[src/rtl/uart_trx_pkg.sv]
// Shared types and constants for the serial transceiver.
// Used by the front decoder, the tick queue, the back engine, the top level and the checker.
package uart_trx_pkg;

  // Default receive FIFO depth in bytes
  localparam int FIFO_DEPTH_DEF = 16;

  // Register reset values
  localparam logic [15:0] BIT_PERIOD_RST = 16'd104;
  localparam logic [3:0]  DATA_BITS_RST  = 4'd8;

  // Limits of the effective settings
  localparam logic [15:0] MIN_PERIOD = 16'd2;
  localparam logic [3:0]  MIN_BITS   = 4'd5;
  localparam logic [3:0]  MAX_BITS   = 4'd8;

  // Command codes on the input channel
  localparam logic [1:0] CMD_TICK  = 2'd0;
  localparam logic [1:0] CMD_SEND  = 2'd1;
  localparam logic [1:0] CMD_POP   = 2'd2;
  localparam logic [1:0] CMD_SPARE = 2'd3;

  // Configuration register indexes
  localparam logic [1:0] REG_BIT_PERIOD = 2'd0;
  localparam logic [1:0] REG_DATA_BITS  = 2'd1;
  localparam logic [1:0] REG_PARITY_EN  = 2'd2;
  localparam logic [1:0] REG_TWO_STOP   = 2'd3;

  // One classified tick as it travels from front to back
  typedef struct packed {
    logic       send;
    logic       pop;
    logic       rx_line;
    logic [7:0] tx_data;
  } tick_t;

endpackage

[src/rtl/uart_transceiver.sv]
// Top level of the tick-driven serial transceiver: front decoder, tick queue, back engine.
// Depends on uart_trx_pkg, uart_trx_front, uart_trx_queue and uart_trx_back.
//
//   channel | ports                          | direction | item
//   in      | in_valid / in_stall            | into      | one serial tick with command
//   out     | out_valid / out_stall          | out of    | line levels and receive status
//   cfg     | cfg_we, cfg_index, cfg_wdata   | into      | one register write
//
// One tick is accepted per clock while in_stall is low; each result passes the front register,
// a queue slot and the result register in that order, computed in the back engine.
// Reset is synchronous and active low; no clearing pass is needed.
// A stall on the result side fills the 2-entry queue before in_stall rises.
module uart_transceiver #(
  parameter int FIFO_DEPTH = uart_trx_pkg::FIFO_DEPTH_DEF,
  parameter int CNT_W      = $clog2(FIFO_DEPTH + 1)
) (
  input  logic             clk,
  input  logic             rst_n,
  input  logic             cfg_we,
  input  logic [1:0]       cfg_index,
  input  logic [15:0]      cfg_wdata,
  input  logic             in_valid,
  output logic             in_stall,
  input  logic [1:0]       in_cmd,
  input  logic             in_rx_line,
  input  logic [7:0]       in_tx_data,
  output logic             out_valid,
  input  logic             out_stall,
  output logic             out_tx_line,
  output logic             out_tx_busy,
  output logic [7:0]       out_rx_data,
  output logic             out_rx_data_valid,
  output logic [CNT_W-1:0] out_rx_count,
  output logic             out_parity_error,
  output logic             out_overflow
);

  logic                fq_valid;
  logic                fq_full;
  uart_trx_pkg::tick_t fq_item;
  logic                bq_valid;
  logic                bq_take;
  uart_trx_pkg::tick_t bq_item;

  // Accept and classify ticks
  uart_trx_front u_front (
    .clk        (clk),
    .rst_n      (rst_n),
    .in_valid   (in_valid),
    .in_stall   (in_stall),
    .in_cmd     (in_cmd),
    .in_rx_line (in_rx_line),
    .in_tx_data (in_tx_data),
    .fq_valid   (fq_valid),
    .fq_full    (fq_full),
    .fq_item    (fq_item)
  );

  // Decouple front and back
  uart_trx_queue u_queue (
    .clk      (clk),
    .rst_n    (rst_n),
    .wr_valid (fq_valid),
    .full     (fq_full),
    .wr_item  (fq_item),
    .rd_valid (bq_valid),
    .rd_take  (bq_take),
    .rd_item  (bq_item)
  );

  // Run the receiver, FIFO and transmitter one tick at a time
  uart_trx_back #(
    .FIFO_DEPTH (FIFO_DEPTH),
    .CNT_W      (CNT_W)
  ) u_back (
    .clk               (clk),
    .rst_n             (rst_n),
    .cfg_we            (cfg_we),
    .cfg_index         (cfg_index),
    .cfg_wdata         (cfg_wdata),
    .bq_valid          (bq_valid),
    .bq_take           (bq_take),
    .bq_item           (bq_item),
    .out_valid         (out_valid),
    .out_stall         (out_stall),
    .out_tx_line       (out_tx_line),
    .out_tx_busy       (out_tx_busy),
    .out_rx_data       (out_rx_data),
    .out_rx_data_valid (out_rx_data_valid),
    .out_rx_count      (out_rx_count),
    .out_parity_error  (out_parity_error),
    .out_overflow      (out_overflow)
  );

endmodule

[src/rtl/uart_trx_front.sv]
// Front end: accepts ticks, decodes the command and hands them to the queue.
// Depends on uart_trx_pkg for the command codes and the tick_t item type.
module uart_trx_front (
  input  logic                 clk,
  input  logic                 rst_n,
  input  logic                 in_valid,
  output logic                 in_stall,
  input  logic [1:0]           in_cmd,
  input  logic                 in_rx_line,
  input  logic [7:0]           in_tx_data,
  output logic                 fq_valid,
  input  logic                 fq_full,
  output uart_trx_pkg::tick_t  fq_item
);

  logic                valid_r;
  uart_trx_pkg::tick_t item_r;
  uart_trx_pkg::tick_t item_nxt;
  logic                take;

  // Hold the item while the queue is full
  assign in_stall = valid_r && fq_full;
  assign take     = in_valid && !in_stall;

  // Classify the command
  always_comb begin
    item_nxt.send    = 1'b0;
    item_nxt.pop     = 1'b0;
    item_nxt.rx_line = in_rx_line;
    item_nxt.tx_data = in_tx_data;
    case (in_cmd)
      uart_trx_pkg::CMD_SEND: item_nxt.send = 1'b1;
      uart_trx_pkg::CMD_POP:  item_nxt.pop  = 1'b1;
      uart_trx_pkg::CMD_TICK, uart_trx_pkg::CMD_SPARE: ;
      default: ;
    endcase
  end

  // Stage register
  always_ff @(posedge clk) begin
    if (!rst_n) begin
      valid_r <= 1'b0;
    end else if (take) begin
      valid_r <= 1'b1;
    end else if (!fq_full) begin
      valid_r <= 1'b0;
    end
  end

  always_ff @(posedge clk) begin
    if (take) begin
      item_r <= item_nxt;
    end
  end

  assign fq_valid = valid_r;
  assign fq_item  = item_r;

endmodule

[src/rtl/uart_trx_queue.sv]
// Two-entry queue of decoded ticks between the front end and the back engine.
// Depends on uart_trx_pkg for the tick_t item type.
module uart_trx_queue (
  input  logic                 clk,
  input  logic                 rst_n,
  input  logic                 wr_valid,
  output logic                 full,
  input  uart_trx_pkg::tick_t  wr_item,
  output logic                 rd_valid,
  input  logic                 rd_take,
  output uart_trx_pkg::tick_t  rd_item
);

  uart_trx_pkg::tick_t slot_r [2];
  logic                wr_ptr_r;
  logic                rd_ptr_r;
  logic [1:0]          count_r;
  logic                push;
  logic                pull;

  assign full     = count_r[1];
  assign rd_valid = count_r != 2'd0;
  assign rd_item  = slot_r[rd_ptr_r];
  assign push     = wr_valid && !full;
  assign pull     = rd_take && rd_valid;

  // Advance pointers and occupancy
  always_ff @(posedge clk) begin
    if (!rst_n) begin
      wr_ptr_r <= 1'b0;
      rd_ptr_r <= 1'b0;
      count_r  <= 2'd0;
    end else begin
      if (push) begin
        wr_ptr_r <= !wr_ptr_r;
      end
      if (pull) begin
        rd_ptr_r <= !rd_ptr_r;
      end
      if (push && !pull) begin
        count_r <= count_r + 2'd1;
      end else if (pull && !push) begin
        count_r <= count_r - 2'd1;
      end
    end
  end

  always_ff @(posedge clk) begin
    if (push) begin
      slot_r[wr_ptr_r] <= wr_item;
    end
  end

endmodule

[src/rtl/uart_trx_back.sv]
// Back engine: per-tick receiver, receive FIFO, transmitter, config registers
// and the registered result stage. Depends on uart_trx_pkg.
module uart_trx_back #(
  parameter int FIFO_DEPTH = uart_trx_pkg::FIFO_DEPTH_DEF,
  parameter int CNT_W      = $clog2(FIFO_DEPTH + 1)
) (
  input  logic                 clk,
  input  logic                 rst_n,
  input  logic                 cfg_we,
  input  logic [1:0]           cfg_index,
  input  logic [15:0]          cfg_wdata,
  input  logic                 bq_valid,
  output logic                 bq_take,
  input  uart_trx_pkg::tick_t  bq_item,
  output logic                 out_valid,
  input  logic                 out_stall,
  output logic                 out_tx_line,
  output logic                 out_tx_busy,
  output logic [7:0]           out_rx_data,
  output logic                 out_rx_data_valid,
  output logic [CNT_W-1:0]     out_rx_count,
  output logic                 out_parity_error,
  output logic                 out_overflow
);

  localparam int PTR_W = $clog2(FIFO_DEPTH);
  localparam logic [PTR_W-1:0] LAST_PTR = PTR_W'(FIFO_DEPTH - 1);
  localparam logic [CNT_W-1:0] FULL_CNT = CNT_W'(FIFO_DEPTH);

  typedef enum logic [1:0] {PH_IDLE, PH_START, PH_BITS, PH_STOP} rx_phase_t;

  // Configuration
  logic [15:0] bit_period_r;
  logic [3:0]  data_bits_r;
  logic        parity_en_r;
  logic        two_stop_r;

  // Receiver state
  rx_phase_t   phase_r, phase_nxt;
  logic [15:0] rx_timer_r, rx_timer_nxt;
  logic [7:0]  rx_shift_r, rx_shift_nxt;
  logic [3:0]  bit_idx_r, bit_idx_nxt;
  logic        ones_r, ones_nxt;

  // FIFO state
  logic [7:0]       mem [FIFO_DEPTH];
  logic [7:0]       rd_data_r;
  logic [PTR_W-1:0] head_r, head_nxt;
  logic [PTR_W-1:0] tail_r, tail_nxt;
  logic [CNT_W-1:0] fill_r, fill_nxt;

  // Transmitter state
  logic [11:0] tx_frame_r, tx_frame_nxt;
  logic [3:0]  bits_left_r, bits_left_nxt;
  logic [15:0] tx_timer_r, tx_timer_nxt;

  // Result stage
  logic             out_valid_r;
  logic             tx_line_r, tx_busy_r, popped_r, perr_r, ovf_r;
  logic [CNT_W-1:0] count_r;

  // Per-tick combinational terms
  logic [15:0]      period;
  logic [3:0]       nbits;
  logic             pop_ok;
  logic [CNT_W-1:0] fill_after_pop;
  logic [15:0]      rx_timer_dec;
  logic             push_req;
  logic             push_ok;
  logic             perr;
  logic             ovf;
  logic [7:0]       tx_mask;
  logic [7:0]       tx_bits;
  logic [3:0]       pos;
  logic [11:0]      frame_start;
  logic [11:0]      frame_cur;
  logic [3:0]       left_cur;
  logic [15:0]      tx_timer_cur;
  logic [15:0]      tx_timer_dec;
  logic             busy;
  logic             line_out;
  logic             advance;

  // Take the next tick whenever the result stage is free or drains
  assign advance = bq_valid && (!out_valid_r || !out_stall);
  assign bq_take = advance;

  // Effective period and character width
  assign period = (bit_period_r < uart_trx_pkg::MIN_PERIOD) ? uart_trx_pkg::MIN_PERIOD
                                                            : bit_period_r;
  assign nbits  = (data_bits_r < uart_trx_pkg::MIN_BITS) ? uart_trx_pkg::MIN_BITS :
                  (data_bits_r > uart_trx_pkg::MAX_BITS) ? uart_trx_pkg::MAX_BITS :
                  data_bits_r;

  // Serve a pop before the receiver pushes
  assign pop_ok         = bq_item.pop && (fill_r != '0);
  assign fill_after_pop = fill_r - CNT_W'(pop_ok);
  assign head_nxt       = !pop_ok ? head_r :
                          (head_r == LAST_PTR) ? '0 : head_r + PTR_W'(1);

  // Receiver: start detect, mid-bit sampling, parity check
  assign rx_timer_dec = (rx_timer_r != 16'd0) ? rx_timer_r - 16'd1 : rx_timer_r;

  always_comb begin
    phase_nxt    = phase_r;
    rx_timer_nxt = rx_timer_r;
    rx_shift_nxt = rx_shift_r;
    bit_idx_nxt  = bit_idx_r;
    ones_nxt     = ones_r;
    push_req     = 1'b0;
    perr         = 1'b0;
    if (phase_r == PH_IDLE) begin
      if (!bq_item.rx_line) begin
        phase_nxt    = PH_START;
        rx_timer_nxt = period >> 1;
      end
    end else begin
      rx_timer_nxt = rx_timer_dec;
      if (rx_timer_dec == 16'd0) begin
        rx_timer_nxt = period;
        case (phase_r)
          PH_START: begin
            phase_nxt    = PH_BITS;
            bit_idx_nxt  = 4'd0;
            rx_shift_nxt = 8'd0;
            ones_nxt     = 1'b0;
          end
          PH_BITS: begin
            if (bit_idx_r < nbits) begin
              rx_shift_nxt = rx_shift_r | (8'(bq_item.rx_line) << bit_idx_r[2:0]);
              ones_nxt     = ones_r ^ bq_item.rx_line;
              bit_idx_nxt  = bit_idx_r + 4'd1;
              if ((bit_idx_r + 4'd1 >= nbits) && !parity_en_r) begin
                push_req  = 1'b1;
                phase_nxt = PH_STOP;
              end
            end else if (bq_item.rx_line == ones_r) begin
              push_req  = 1'b1;
              phase_nxt = PH_STOP;
            end else begin
              perr      = 1'b1;
              phase_nxt = PH_IDLE;
            end
          end
          default: phase_nxt = PH_IDLE;
        endcase
      end
    end
  end

  // Push a finished character, or flag overflow when full
  assign push_ok  = push_req && (fill_after_pop < FULL_CNT);
  assign ovf      = push_req && !push_ok;
  assign fill_nxt = fill_after_pop + CNT_W'(push_ok);
  assign tail_nxt = !push_ok ? tail_r :
                    (tail_r == LAST_PTR) ? '0 : tail_r + PTR_W'(1);

  // Transmitter: build a frame on a send while idle, then shift one bit per period
  assign tx_mask = 8'hFF >> (4'd8 - nbits);
  assign tx_bits = bq_item.tx_data & tx_mask;

  always_comb begin
    frame_start = {3'b000, tx_bits, 1'b0};
    pos         = nbits + 4'd1;
    if (parity_en_r) begin
      frame_start = frame_start | (12'(^tx_bits) << pos);
      pos         = pos + 4'd1;
    end
    frame_start = frame_start | (12'hFFF << pos);
  end

  always_comb begin
    frame_cur    = tx_frame_r;
    left_cur     = bits_left_r;
    tx_timer_cur = tx_timer_r;
    if (bq_item.send && bits_left_r == 4'd0) begin
      frame_cur    = frame_start;
      left_cur     = pos + 4'd1 + 4'(two_stop_r);
      tx_timer_cur = period;
    end
  end

  assign busy         = left_cur != 4'd0;
  assign line_out     = busy ? frame_cur[0] : 1'b1;
  assign tx_timer_dec = (tx_timer_cur != 16'd0) ? tx_timer_cur - 16'd1 : tx_timer_cur;

  always_comb begin
    tx_frame_nxt  = frame_cur;
    bits_left_nxt = left_cur;
    tx_timer_nxt  = tx_timer_cur;
    if (busy) begin
      tx_timer_nxt = tx_timer_dec;
      if (tx_timer_dec == 16'd0) begin
        tx_frame_nxt  = {1'b1, frame_cur[11:1]};
        bits_left_nxt = left_cur - 4'd1;
        tx_timer_nxt  = period;
      end
    end
  end

  // Configuration writes
  always_ff @(posedge clk) begin
    if (!rst_n) begin
      bit_period_r <= uart_trx_pkg::BIT_PERIOD_RST;
      data_bits_r  <= uart_trx_pkg::DATA_BITS_RST;
      parity_en_r  <= 1'b0;
      two_stop_r   <= 1'b0;
    end else if (cfg_we) begin
      case (cfg_index)
        uart_trx_pkg::REG_BIT_PERIOD: bit_period_r <= cfg_wdata;
        uart_trx_pkg::REG_DATA_BITS:  data_bits_r  <= cfg_wdata[3:0];
        uart_trx_pkg::REG_PARITY_EN:  parity_en_r  <= cfg_wdata[0];
        uart_trx_pkg::REG_TWO_STOP:   two_stop_r   <= cfg_wdata[0];
        default: ;
      endcase
    end
  end

  // Engine state and result stage
  always_ff @(posedge clk) begin
    if (!rst_n) begin
      phase_r     <= PH_IDLE;
      rx_timer_r  <= 16'd0;
      rx_shift_r  <= 8'd0;
      bit_idx_r   <= 4'd0;
      ones_r      <= 1'b0;
      head_r      <= '0;
      tail_r      <= '0;
      fill_r      <= '0;
      tx_frame_r  <= 12'hFFF;
      bits_left_r <= 4'd0;
      tx_timer_r  <= 16'd0;
      out_valid_r <= 1'b0;
      tx_line_r   <= 1'b1;
      tx_busy_r   <= 1'b0;
      popped_r    <= 1'b0;
      count_r     <= '0;
      perr_r      <= 1'b0;
      ovf_r       <= 1'b0;
    end else begin
      if (advance) begin
        phase_r     <= phase_nxt;
        rx_timer_r  <= rx_timer_nxt;
        rx_shift_r  <= rx_shift_nxt;
        bit_idx_r   <= bit_idx_nxt;
        ones_r      <= ones_nxt;
        head_r      <= head_nxt;
        tail_r      <= tail_nxt;
        fill_r      <= fill_nxt;
        tx_frame_r  <= tx_frame_nxt;
        bits_left_r <= bits_left_nxt;
        tx_timer_r  <= tx_timer_nxt;
        out_valid_r <= 1'b1;
        tx_line_r   <= line_out;
        tx_busy_r   <= busy;
        popped_r    <= pop_ok;
        count_r     <= fill_nxt;
        perr_r      <= perr;
        ovf_r       <= ovf;
      end else if (!out_stall) begin
        out_valid_r <= 1'b0;
      end
    end
  end

  // Receive FIFO storage with registered read at the head
  always_ff @(posedge clk) begin
    if (advance && push_ok) begin
      mem[tail_r] <= rx_shift_nxt;
    end
  end

  always_ff @(posedge clk) begin
    if (advance) begin
      rd_data_r <= mem[head_r];
    end
  end

  assign out_valid         = out_valid_r;
  assign out_tx_line       = tx_line_r;
  assign out_tx_busy       = tx_busy_r;
  assign out_rx_data       = popped_r ? rd_data_r : 8'd0;
  assign out_rx_data_valid = popped_r;
  assign out_rx_count      = count_r;
  assign out_parity_error  = perr_r;
  assign out_overflow      = ovf_r;

endmodule

[config.mk]
export PLATFORM = sky130hd
export DESIGN_NAME = uart_transceiver
export DESIGN_NICKNAME = d
export VERILOG_FILES = /design/src/rtl/uart_trx_pkg.sv /design/src/rtl/uart_transceiver.sv /design/src/rtl/uart_trx_front.sv /design/src/rtl/uart_trx_queue.sv /design/src/rtl/uart_trx_back.sv
export SDC_FILE = /design/constraint.sdc
export NUM_CORES = 1
export LEC_CHECK = 0
export BUFFER_PORTS_ARGS = -buffer_cell sky130_fd_sc_hd__buf_2
export CORE_MARGIN = 3
export CORE_UTILIZATION = 55
export DETAILED_ROUTE_END_ITERATION = 6
export PLACE_DENSITY = 0.7
export SLEW_MARGIN = 20
export SYNTH_ARGS = -nofsm -noshare
export SYNTH_HDL_FRONTEND = slang
export SYNTH_HIERARCHICAL = 1
export SYNTH_SLANG_ARGS = --single-unit
[constraint.sdc]
create_clock -name clk -period 5.6 [get_ports clk]
set_input_delay 1.12 -clock clk [delete_from_list [all_inputs] [get_ports clk]]
set_output_delay 1.12 -clock clk [all_outputs]
set_load 0.1 [all_outputs]
; Yosys cells after proc, flatten, opt, wreduce, memory -nomap -nowiden
; Memories as Yosys holds them, arrays and structs flattened. A register that Yosys moved wholly into a read port is not among the register bits.
; Index checks and enable logic that the tools add are counted.
[classes]
n_shift = 4
add_sub_neg = 15
n_eq_ne = 15
n_reduce_logical = 47
mux = 63
n_bitwise = 6
div = 0
mul = 0
order_cmp = 6
[op_table]
columns = operator, count
row1 = 2-to-1 mux 16 bit, 9
row2 = 2-to-1 mux 12 bit, 4
row3 = 2-to-1 mux 4 bit, 9
row4 = zero test 16 bit, 2
row5 = 2-to-1 mux 8 bit, 4
row6 = nonzero test 16 bit, 2
row7 = subtractor 16 x 1 -> 16 bit (second input constant), 2
row8 = 2-to-1 mux 1 bit, 25
row9 = adder 4 x 1 -> 4 bit (second input constant), 6
row10 = < comparator 16 x 2 -> 1 bit (second input constant), 1
row11 = 2-to-1 mux 2 bit, 8
row12 = one-hot mux 8 bit (2 select lines), 1
row13 = AND reduction 2 bit, 7
row14 = logical AND 1 bit, 13
row15 = OR 12 bit, 1
row16 = OR 9 x 12 -> 12 bit, 1
row17 = left shift 1 x 4 -> 12 bit, 1
row18 = left shift 12 x 4 -> 12 bit (first input constant), 1
row19 = zero test 1 bit, 10
row20 = bitwise AND 8 bit, 1
row21 = equality test 2 bit (second input constant), 4
row22 = equality test 4 bit (second input constant), 2
row23 = OR 8 bit, 1
row24 = one-hot mux 4 bit (2 select lines), 1
row25 = 32 further kinds, 40
[word_totals]
memories = 2
wordCells = 187
mem_bits_rw = 150
romBits = 0
latch_bits = 0
regBits = 120
[mem_list]
columns = name, depth, width, read_ports, rd_clocked_by_memory_dff, write_ports, line_no
row1 = u_back.mem, 16, 8, 1, 1, 1, uart_trx_back.sv:46  ; logic [7:0] mem [FIFO_DEPTH];
row2 = u_queue.slot_r, 2, 11, 1, 1, 1, uart_trx_queue.sv:14  ; uart_trx_pkg::tick_t slot_r [2];

; Longest topological paths before layout
; Gate-level depths: netlist of the first run.
[depth]
ltp_word = 14
mapped_depth = 20

; Hierarchy
; The synthesis of the first run kept the hierarchy.
[by_module_without_submodules]
columns = module, area_per_inst_um2, instances, cells_each
row1 = uart_trx_back, 12617.1, 1, 1213
row2 = uart_trx_queue, 1011.0, 1, 56
row3 = uart_trx_front, 385.4, 1, 17

; Worst setup path after synthesis of the first run
; Ideal clock, no wire load.
[synth_timing]
kind = register to register
startpoint = register (tool-made name)
endpoint = register u_back.tx_frame_r[1]
setup_ns = 0.119
required_time_ns = 5.481
arrival_time_ns = 4.023
path_slack_ns = 1.458
path_stages_with_launch = 18
cell_sequence = dfxtp_1 buf_2 mux2_2 or4b_1 nor2_2 buf_4 mux2_2 inv_1 ha_1 nand4_1 nand2_1 nand3_1 nor4b_1 a41oi_1 nor4_2 nand3_2 buf_2 o221a_2
[synth_lines]
columns = item, line_no
row1 = end signal: assignment, uart_trx_back.sv:250  ; tx_frame_r <= tx_frame_nxt;
row2 = end: declaration, uart_trx_back.sv:53  ; logic [11:0] tx_frame_r, tx_frame_nxt;

==> flow_summary.ini, run 1 <==
[run_status]
run_status = completed

[yosys]
synth_warnings = 6
number_of_nets_produced_by_synthesis = 1353
post_synth_top_area_cell = sky130_fd_sc_hd__edfxtp_1
synth_enable_flop_cells = 169
synthFlopType = sky130_fd_sc_hd__edfxtp_1
synth_sequential_area_ratio_pct = 51.9
synthesis.area_sq_um = 14000
synth_top_cell_area_share_pct = 36.2
synthesis.instances = 1286
yosys_register_bits = 279
synth_top_cells_by_area = sky130_fd_sc_hd__edfxtp_1 36%, sky130_fd_sc_hd__dfxtp_1 16%, sky130_fd_sc_hd__mux4_2 6.4%
syn_area_per_cell_sq_um = 10.9
synth_cell_types = 87
async_flop_share_pct = 0

[timing]
hold_viol = 0
fin_worst_skew_ns = 0.0111
grt_setup_unrepaired = no
maxClockFrequency_ghz = 0.212
setup-violations-final = 0
report.final.slew_viol_count = 0
hold_slack_ns = 0.442
worst_pin_slew_ns = 0.901
final_period_minus_worst_setup_slack_ns = 4.72
post_route_fraction_of_the_period_consumed_by_the_critical_path_pct = 84.3
relSlewSlack_pct = 39.8
finalSetupTns_ns = 0

[critical_path]
critical_path_cell_by_cell = mux2_2 > or4b_1 > nor2_2 > mux2_2 > inv_1 > ha_1 > nand4_1 > nand2_1 > nand3_1 > nor4b_1 > a41oi_1 > nor4_2 > and3_1 > a31oi_1 > o21a_1
slowest_stage_delay_on_critical_path_ns = 0.58
sort_of_element_at_the_start_of_the_critical_path = register
cpMaxStageDelayCell = sky130_fd_sc_hd__and3_1
timing_worst_setup_path_type = reg2reg
worst-endpoint-required_ns = 6.05
critical_path.max_fanout = 10
setup.worst_path.end_class = register
arrival_time_reported_for_the_critical_path_endpoint_ns = 5.17
critical_path.most_common_cell = sky130_fd_sc_hd__mux2_2

[finish]
final_layout_size_suffix_gt1_share_pct = 15.2
nFillCells = 2003
mostFrequentLayoutCell = sky130_fd_sc_hd__edfxtp_1
layout.nets = 1382
finish.utilization_pct = 63.0
num_antenna_cells = 0
synthToLayoutAreaGrowth_pct = 10.9
leading_cell_types_in_the_layout_fill_and_taps_excluded = 169 x sky130_fd_sc_hd__edfxtp_1, 147 x sky130_fd_sc_hd__nand2_1, 109 x sky130_fd_sc_hd__dfxtp_1, 89 x sky130_fd_sc_hd__nor2_1, 78 x sky130_fd_sc_hd__a21oi_1

[floorplan]
die_area_sq_um = 27400
die_span_y_um = 166
area_of_the_core_sq_um = 24700
top_level_pins = 54
start_util_pct = 56.8
die_w_um = 166
fp-row-count = 57

[placement]
gp_routability_congestion = 0.921
io_buffer_count = 53
dpl.hpwl_um = 23400

[clock_network]
cts_inserted_buffers = 30
clk_root_buffer_cell = sky130_fd_sc_hd__clkbuf_16
tritoncts = done
cts-resized-gates = 0
clock_latency_ns = 0.56
cts_max_level = 1
clock_buffer_depth = 3
cts_num_sinks = 279
worst_setup_hold_path_clk_slew_ns = 0.06
ctsHoldBuffers = 0
cts_setup_buffers = 0

[route]
route.final.wire_length_um = 34500
detailedRoute.firstPassIterationCount = 5
average_routed_wire_per_standard_cell_um = 20.7
ant_nets = 0
vias = 10442
via_per_inst = 6.28
drc_errors = 0
drt_first_iter_violations = 1169

[global_routing]
track_usage_pct = 24.4
grt_pass1_wl_um = 55000
grt-ovfl-total = 0
grt_start_max_net_pins = 61
via_count_of_the_first_global_routing_pass = 9922
grt_antenna_before_repair = 1

[power]
p_leak_nw = 5.61
worst_ir_drop_vdd_mv = 0.322
power_after_layout_mw = 7.54
power_density_relative_to_cell_area_nw_per_um2 = 485

[flow_run]
max_cap_viol_count = 0

[hold_path]
hold_path_class = reg2reg
holdCritStartpoint = u_front/fq_item[7]$_DFFE_PP_
[worst max-delay path, delay by kind of cell (launching register included)]
| family | cells | cell delay [ns] |
|---|---|---|
| and+or+nand+nor | 8 | 2.89 |
| muxes | 2 | 0.69 |
| AOI/OAI and AO/OA | 3 | 0.45 |
| DFF | 1 | 0.31 |
| adders and majority gates | 1 | 0.20 |
| buffers and inverters | 1 | 0.07 |
[flip-flops by register name (all words and copies together) (netlist names), 2 cells and up, named ones only]
name / cells
u_back/bits_left_r: 4
u_back/mem: 128
u_back/rx_shift_r: 8
u_back/bit_period_r: 16
u_back/data_bits_r: 4
u_back/tx_frame_r: 12
u_front/fq_item: 11
u_back/rx_timer_r: 16
u_back/bit_idx_r: 4
u_queue/slot_r: 22
u_back/out_rx_count: 5
u_back/tail_r: 4
u_back/rd_data_r: 8
u_back/tx_timer_r: 16
u_back/head_r: 4
u_back/phase_r: 2
u_queue/count_r: 2
[cell usage after synthesis, drive strengths merged (31+ instances only)]
library cell and n:
a21oi 79, clkbuf 56, dfxtp 110, edfxtp 169, ha 33, inv 37, mux4 40, nand2 147
nand3 50, nor2 90, nor3 31, o21ai 59
[final timing paths]
| kind | cells after the start | endpoint | slack (ns) |
|---|---|---|---|
| worst max-delay path | 15 | u_back/tx_frame_r[10]$_SDFFE_PN1P_ | 0.88 |
| worst min-delay path | 0 | u_queue/slot_r[1][7]$_DFFE_PP_ | 0.44 |
| worst max register to register | 15 | u_back/tx_frame_r[10]$_SDFFE_PN1P_ | 0.88 |
| worst min register to register | 0 | u_queue/slot_r[1][7]$_DFFE_PP_ | 0.44 |
[cell type report]
type / instances / area, sq um / share of cell area [%]
Tap cell: 324 / 405 / 2.61
Multi-Input combinational cell: 891 / 6290 / 40.5
Sequential cell: 279 / 7280 / 46.9
Timing Repair Buffer: 74 / 423 / 2.72
Clock buffer: 38 / 801 / 5.15
Clock inverter: 18 / 190 / 1.22
Inverter: 39 / 146 / 0.942
[kinds of logic (layout without fill, tap and decap cells)]
family | count (synthesis) | after routing | synth area share (%)
fa+ha+maj | 33 | 33 | 2.95
buf+inv | 116 | 169 | 3.30
mux | 82 | 82 | 9.54
flops | 279 | 279 | 51.9
compound gates | 272 | 272 | 12.6
xor+xnor | 46 | 46 | 2.93
simple gates | 458 | 458 | 16.7
[through the flow]
| stage | instances | area, sq um | setup WS [ns] |
|---|---|---|---|
| 2_1_floorplan | 1286 | 14000 | 1.46 |
| 3_3_place_gp | 1607 | 14500 | 1.08 |
| 3_5_place_dp | 1607 | 14500 | 0.964 |
| 4_1_cts | 1663 | 15500 | 0.940 |
| 5_1_grt | 1663 | 15500 | 0.468 |
| 6_report | 1663 | 15500 | 0.881 |
[report_power, final]
group / leakage (nW) / internal, mW / switching (mW)
clock network: 0.472 / 1.15 / 0.810
logic: 2.49 / 1.06 / 1.90
registers: 2.65 / 2.39 / 0.220
total: 5.61 / 4.60 / 2.93
[per-layer routing]
layer	vias up	track usage [%]	part of all wire (%)
li1	4893	-	-
met4	0	5.32	2.1
met2	356	38.1	45
met5	-	0	0
met3	57	4.89	7.1
met1	5136	35.9	45
(Power assumes the default switching activity.)
==> run 2, diff against run 1 <==
==> constraint.sdc (replaced) <==
create_clock -name clk -period 4.9 [get_ports clk]
set_input_delay 0.98 -clock clk [delete_from_list [all_inputs] [get_ports clk]]
set_output_delay 0.98 -clock clk [all_outputs]
set_load 0.1 [all_outputs]
==> flow_summary.ini, run 2 (synthesis results as in run 1) <==
[run_status]
run_status = completed

[flow_run]
max_cap_viol_count = 0

[clock_network]
cts_max_level = 1
cts-resized-gates = 0
worst_setup_hold_path_clk_slew_ns = 0.06
cts_inserted_buffers = 30
clock_buffer_depth = 3
clk_root_buffer_cell = sky130_fd_sc_hd__clkbuf_16
clock_latency_ns = 0.56
ctsHoldBuffers = 0
cts_num_sinks = 279
cts_setup_buffers = 0
tritoncts = done

[finish]
synthToLayoutAreaGrowth_pct = 11.6
layout.nets = 1399
largest_reg_flops = 128
final_layout_size_suffix_gt1_share_pct = 15.9
largest_registers = u_back/mem: 128 flops, u_queue/slot_r: 22 flops
mostFrequentLayoutCell = sky130_fd_sc_hd__edfxtp_1
finish.utilization_pct = 63.4
largest_register_by_flop_count = u_back/mem
num_antenna_cells = 0
leading_cell_types_in_the_layout_fill_and_taps_excluded = 169 x sky130_fd_sc_hd__edfxtp_1, 147 x sky130_fd_sc_hd__nand2_1, 109 x sky130_fd_sc_hd__dfxtp_1, 89 x sky130_fd_sc_hd__nor2_1, 78 x sky130_fd_sc_hd__a21oi_1
nFillCells = 1956

[floorplan]
die_area_sq_um = 27400
die_w_um = 166
top_level_pins = 54
die_span_y_um = 166
fp-row-count = 57
area_of_the_core_sq_um = 24700
start_util_pct = 56.8

[power]
power_density_relative_to_cell_area_nw_per_um2 = 548
worst_ir_drop_vdd_mv = 0.486
power_after_layout_mw = 8.58
p_leak_nw = 5.77

[placement]
io_buffer_count = 53
dpl.hpwl_um = 23700
gp_routability_congestion = 0.972

[timing]
hold_viol = 0
relSlewSlack_pct = 39.9
hold_slack_ns = 0.444
fin_worst_skew_ns = 0.0186
final_period_minus_worst_setup_slack_ns = 4.53
worst_pin_slew_ns = 0.900
finalSetupTns_ns = 0
post_route_fraction_of_the_period_consumed_by_the_critical_path_pct = 92.5
maxClockFrequency_ghz = 0.221
grt_setup_unrepaired = no
setup-violations-final = 0
report.final.slew_viol_count = 0

[critical_path]
arrival_time_reported_for_the_critical_path_endpoint_ns = 4.96
critical_path.max_fanout = 17
sort_of_element_at_the_start_of_the_critical_path = register
register_to_register_path_depth = 17
worst_r2r_endpoint = u_back/tx_frame_r[2]$_SDFFE_PN1P_
timing_worst_setup_path_type = reg2reg
timing.reg2reg.setup_slack_ns = 0.37
setup.worst_path.end_class = register
worst-endpoint-required_ns = 5.32

[route]
detailedRoute.firstPassIterationCount = 5
route.final.wire_length_um = 34300
average_routed_wire_per_standard_cell_um = 20.4
route.met3.wl_um = 2650
vias = 10546
top_layer = met4
via_per_inst = 6.28
drc_errors = 0
drt_first_iter_violations = 1201
ant_nets = 0
met1_routed_length_um = 15600
route.met2.wl_um = 15300

[global_routing]
grt-ovfl-total = 0
track_usage_pct = 24.3
via_count_of_the_first_global_routing_pass = 9731
grt_pass1_wl_um = 54700
grt_start_max_net_pins = 39
grt_antenna_before_repair = 0

[hold_path]
hold_path_class = reg2reg
hold_depth = 0
holdPathEnd = u_queue/slot_r[1][5]$_DFFE_PP_
holdCritStartpoint = u_front/fq_item[5]$_DFFE_PP_
## run 2: power by group
| group | switching (mW) | leakage (nW) | internal, mW |
|---|---|---|---|
| Sequential | 0.230 | 2.71 | 2.73 |
| Combinational | 2.16 | 2.58 | 1.25 |
| Clock | 0.904 | 0.474 | 1.30 |
## run 2: how the worst max path moves through the flow
| stage | start | to | slack [ns] | depth (start not counted) |
|---|---|---|---|---|
| after floorplan | register | u_back/tx_frame_r[1]$_SDFFE_PN1P_ | 0.76 | 17 |
| after global routing | register | u_back/tx_frame_r[2]$_SDFFE_PN1P_ | 0.02 | 15 |
| after detailed placement | u_back/data_bits_r[3]$_SDFFE_PN1P_ | u_back/mem[8][7]$_DFFE_PP_ | 0.44 | 13 |
| after global placement | u_back/data_bits_r[3]$_SDFFE_PN1P_ | u_back/mem[11][1]$_DFFE_PP_ | 0.57 | 13 |
| final | register | u_back/tx_frame_r[2]$_SDFFE_PN1P_ | 0.37 | 17 |
| after CTS | u_back/data_bits_r[3]$_SDFFE_PN1P_ | u_back/mem[8][7]$_DFFE_PP_ | 0.42 | 13 |
## run 2: stage by stage
stage          worst slack [ns]  area (sq um)  cells
6_report                  0.367         15600   1680
5_1_grt                  0.0166         15600   1680
4_1_cts                   0.416         15600   1680
3_5_place_dp              0.438         14700   1624
3_3_place_gp              0.571         14700   1624
2_1_floorplan             0.758         14000   1286
## run 2: critical path, cell delays in order (launching register included)
cell and delay, ns:
sky130_fd_sc_hd__dfxtp_1 0.31, sky130_fd_sc_hd__mux2_2 0.26, sky130_fd_sc_hd__or4b_1 0.52, sky130_fd_sc_hd__nor2_2 0.14, sky130_fd_sc_hd__buf_4 0.20, sky130_fd_sc_hd__nor2_1 0.05
sky130_fd_sc_hd__a21oi_1 0.23, sky130_fd_sc_hd__inv_1 0.10, sky130_fd_sc_hd__ha_1 0.23, sky130_fd_sc_hd__o211ai_1 0.12, sky130_fd_sc_hd__nand2_1 0.14, sky130_fd_sc_hd__nand3_1 0.28
sky130_fd_sc_hd__nand2b_1 0.20, sky130_fd_sc_hd__a41oi_1 0.19, sky130_fd_sc_hd__nor4_2 0.52, sky130_fd_sc_hd__nand3_2 0.42, sky130_fd_sc_hd__o31ai_1 0.36, sky130_fd_sc_hd__a21oi_1 0.11
## run 2: final cells by class
class / instances / area, sq um / area share, %
timing repair buffer: 91 / 551 / 3.52
sequential: 279 / 7280 / 46.5
clock buffer: 38 / 791 / 5.06
multi-input combinational: 891 / 6290 / 40.2
clock inverter: 18 / 178 / 1.14
tap: 324 / 405 / 2.59
inverter: 39 / 146 / 0.936
## run 2: layer usage
| metal | vias up | global-route usage [%] |
|---|---|---|
| met3 | 51 | 3.65 |
| li1 | 4931 | - |
| met2 | 468 | 36.5 |
| met4 | 0 | 5.71 |
| met1 | 5096 | 37.7 |
| met5 | - | 0 |
==> run 3, diff against run 2 <==
--- a/config.mk
+++ b/config.mk
@@ -13,5 +13,4 @@
 export SLEW_MARGIN = 20
 export SYNTH_ARGS = -nofsm -noshare
 export SYNTH_HDL_FRONTEND = slang
-export SYNTH_HIERARCHICAL = 1
 export SYNTH_SLANG_ARGS = --single-unit
==> constraint.sdc (replaced) <==
create_clock -name clk -period 4.9 [get_ports clk]
set_input_delay 0.245 -clock clk [delete_from_list [all_inputs] [get_ports clk]]
set_output_delay 0.245 -clock clk [all_outputs]
set_load 0.1 [all_outputs]
==> flow_summary.ini, run 3 <==
[placement]
dpl_worst_slack_ns = -0.0319
io_buffer_count = 53
dp_cells = 1659
dpl.hpwl_um = 25600
placed_area_sq_um = 15100
gp_routability_congestion = 0.930

[flow_run]
max_cap_viol_count = 0

[route]
vias = 10719
average_routed_wire_per_standard_cell_um = 21.2
drt_first_iter_violations = 1171
drc_errors = 0
ant_nets = 0
route.final.wire_length_um = 37000
via_per_inst = 6.14
detailedRoute.firstPassIterationCount = 5

[clock_network]
clk_root_buffer_cell = sky130_fd_sc_hd__clkbuf_16
cts_max_level = 1
clock_latency_ns = 0.57
cts_inserted_buffers = 29
tritoncts = done
cts_num_sinks = 279
worst_setup_hold_path_clk_slew_ns = 0.06
clock_buffer_depth = 3

[yosys]
syn_area_per_cell_sq_um = 11.1
synth_warnings = 0
post_synth_top_area_cell = sky130_fd_sc_hd__edfxtp_1
number_of_nets_produced_by_synthesis = 1355
synth_top_cell_area_share_pct = 35.6
synthesis.instances = 1287
synth_top_cells_by_area = sky130_fd_sc_hd__edfxtp_1 36%, sky130_fd_sc_hd__dfxtp_1 15%, sky130_fd_sc_hd__mux4_2 6.3%
synth_enable_flop_cells = 169
async_flop_share_pct = 0
yosys_register_bits = 279
synthesis.area_sq_um = 14300
synthTopCellsByCount = 169 x sky130_fd_sc_hd__edfxtp_1, 131 x sky130_fd_sc_hd__nand2_1, 110 x sky130_fd_sc_hd__dfxtp_1
synth.most_common_cell = sky130_fd_sc_hd__edfxtp_1
synthFlopType = sky130_fd_sc_hd__edfxtp_1
synth_sequential_area_ratio_pct = 51.0
synth_cell_types = 88

[critical_path]
arrival_time_reported_for_the_critical_path_endpoint_ns = 5.13
cpMaxStageDelayCell = sky130_fd_sc_hd__or4_2
timing.reg2reg.setup_slack_ns = 0.28
crit_buf_inv = 1
timing_worst_setup_path_type = reg2reg
sort_of_element_at_the_start_of_the_critical_path = register
setup.worst_path.end_class = register
crit_family = simple AND/OR/NAND/NOR gates
critical_path_cell_by_cell = or4_4 > or4_2 > o21ai_0 > o21ai_0 > inv_1 > ha_1 > or4b_4 > mux2i_4 > and3_4 > o31ai_1 > a21oi_1 > and4_4 > and3_4 > mux2i_1 > o21a_1
critical_path.max_fanout = 9
slowest_stage_delay_on_critical_path_ns = 0.68
worst-endpoint-required_ns = 5.41

[global_routing]
track_usage_pct = 26.4
grt_start_max_net_pins = 84
via_count_of_the_first_global_routing_pass = 10590
grt-ovfl-total = 0
grt_pass1_wl_um = 59200
grt_antenna_before_repair = 1

[finish]
multiInputGateArea_sq_um = 6550
largest_reg_flops = 128
final_design_area_no_fill_sq_um = 16400
largest_registers = u_back.mem: 128 flops, u_queue.slot_r: 22 flops
seq_area_sq_um = 7280
layoutNonFillerInstCount = 1747
final_layout_size_suffix_gt1_share_pct = 17.5
num_antenna_cells = 0
largest_register_by_flop_count = u_back.mem
mostFrequentLayoutCell = sky130_fd_sc_hd__edfxtp_1
synthToLayoutAreaGrowth_pct = 15.2
nFillCells = 1953
leading_cell_types_in_the_layout_fill_and_taps_excluded = 169 x sky130_fd_sc_hd__edfxtp_1, 131 x sky130_fd_sc_hd__nand2_1, 109 x sky130_fd_sc_hd__dfxtp_1, 98 x sky130_fd_sc_hd__nor2_1, 68 x sky130_fd_sc_hd__buf_4
layout.nets = 1462

[floorplan]
die_w_um = 167
fp-row-count = 58
die_span_y_um = 167
top_level_pins = 54
start_util_pct = 56.3
die_area_sq_um = 27900
area_of_the_core_sq_um = 25300

[timing]
fin_worst_skew_ns = 0.0200
final_period_minus_worst_setup_slack_ns = 4.62
worst_pin_slew_ns = 0.980
hold_viol = 0
grt_setup_unrepaired = no
hold_slack_ns = 0.100
final_ws_setup_ns = 0.277
relSlewSlack_pct = 34.5
post_route_fraction_of_the_period_consumed_by_the_critical_path_pct = 94.3
report.final.slew_viol_count = 0
setup-violations-final = 0
maxClockFrequency_ghz = 0.216

[power]
worst_ir_drop_vdd_mv = 0.403
power_density_relative_to_cell_area_nw_per_um2 = 505
power_after_layout_mw = 8.30
p_leak_nw = 6.24

[run_status]
run_status = completed

[hold_path]
hold_path_class = in2reg
-- run 3: path summary, 6_finish.rpt --
check / start / end / cells past startpoint
min reg2reg: u_front.fq_item[7]$_DFFE_PP_ / u_queue.slot_r[0][7]$_DFFE_PP_ / 0
max reg2reg: u_back.bit_period_r[15]$_SDFFE_PN0P_ / u_back.tx_frame_r[1]$_SDFFE_PN1P_ / 15
max: u_back.bit_period_r[15]$_SDFFE_PN0P_ / u_back.tx_frame_r[1]$_SDFFE_PN1P_ / 15
min: cfg_we / u_back.two_stop_r$_SDFFE_PN0P_ / 4
-- run 3: repair_timing --
action                     CTS  global route
setup buffers                0             3
pin swaps                    0             1
hold buffers                31             0
resized for setup            1             5
hold endpoints to repair    34             0
setup endpoints to repair    7            31
-- run 3: final cells by class --
type,instances,area share (%)
Clock inverter,17,1.20
Clock buffer,37,4.78
Multi-Input combinational cell,900,39.9
Timing Repair Buffer,152,6.61
Inverter,32,0.731
Tap cell,330,2.51
Sequential cell,279,44.3
-- run 3: report_power, final --
group | switching [mW] | total, mW | internal, mW | leakage (nW)
Clock | 0.918 | 2.26 | 1.34 | 0.474
Combinational | 1.94 | 3.13 | 1.19 | 3.07
Sequential | 0.213 | 2.90 | 2.69 | 2.70
Total | 3.07 | 8.30 | 5.23 | 6.24
-- run 3: cell families after synthesis --
logic type | share of synthesized area, %
AND/OR/NAND/NOR | 16.3
AO/OA/AOI/OAI | 13.2
flip-flops | 51.0
buffers and inverters | 3.36
multiplexers | 10.2
XOR/XNOR | 3.01
adder cells (fa/ha/maj) | 2.98
-- run 3: layer usage --
layer / vias up / global-route usage, % / routed length, um
li1: 5033 / - / -
met1: 5208 / 37.0 / 15900
met2: 393 / 43.6 / 17600
met3: 83 / 3.92 / 2460
met4: 2 / 6.64 / 1010
met5: - / 0 / 13
-- run 3: worst reg2reg max path: stages (launching register included) --
cell                      delay [ns]
sky130_fd_sc_hd__dfxtp_1        0.31
sky130_fd_sc_hd__or4_4          0.57
sky130_fd_sc_hd__or4_2          0.68
sky130_fd_sc_hd__o21ai_0        0.23
sky130_fd_sc_hd__o21ai_0        0.14
sky130_fd_sc_hd__inv_1          0.13
sky130_fd_sc_hd__ha_1           0.18
sky130_fd_sc_hd__or4b_4         0.48
sky130_fd_sc_hd__mux2i_4        0.28
sky130_fd_sc_hd__and3_4         0.29
sky130_fd_sc_hd__o31ai_1        0.11
sky130_fd_sc_hd__a21oi_1        0.19
sky130_fd_sc_hd__and4_4         0.33
sky130_fd_sc_hd__and3_4         0.31
sky130_fd_sc_hd__mux2i_1        0.21
sky130_fd_sc_hd__o21a_1         0.13
-- run 3: stage by stage --
step           util [%]  TNS (ns)
4_1_cts            64.7         0
2_1_floorplan         -         0
6_report           64.9         0
3_3_place_gp       59.6         0
5_1_grt            64.9         0
3_5_place_dp       59.6   -0.0791
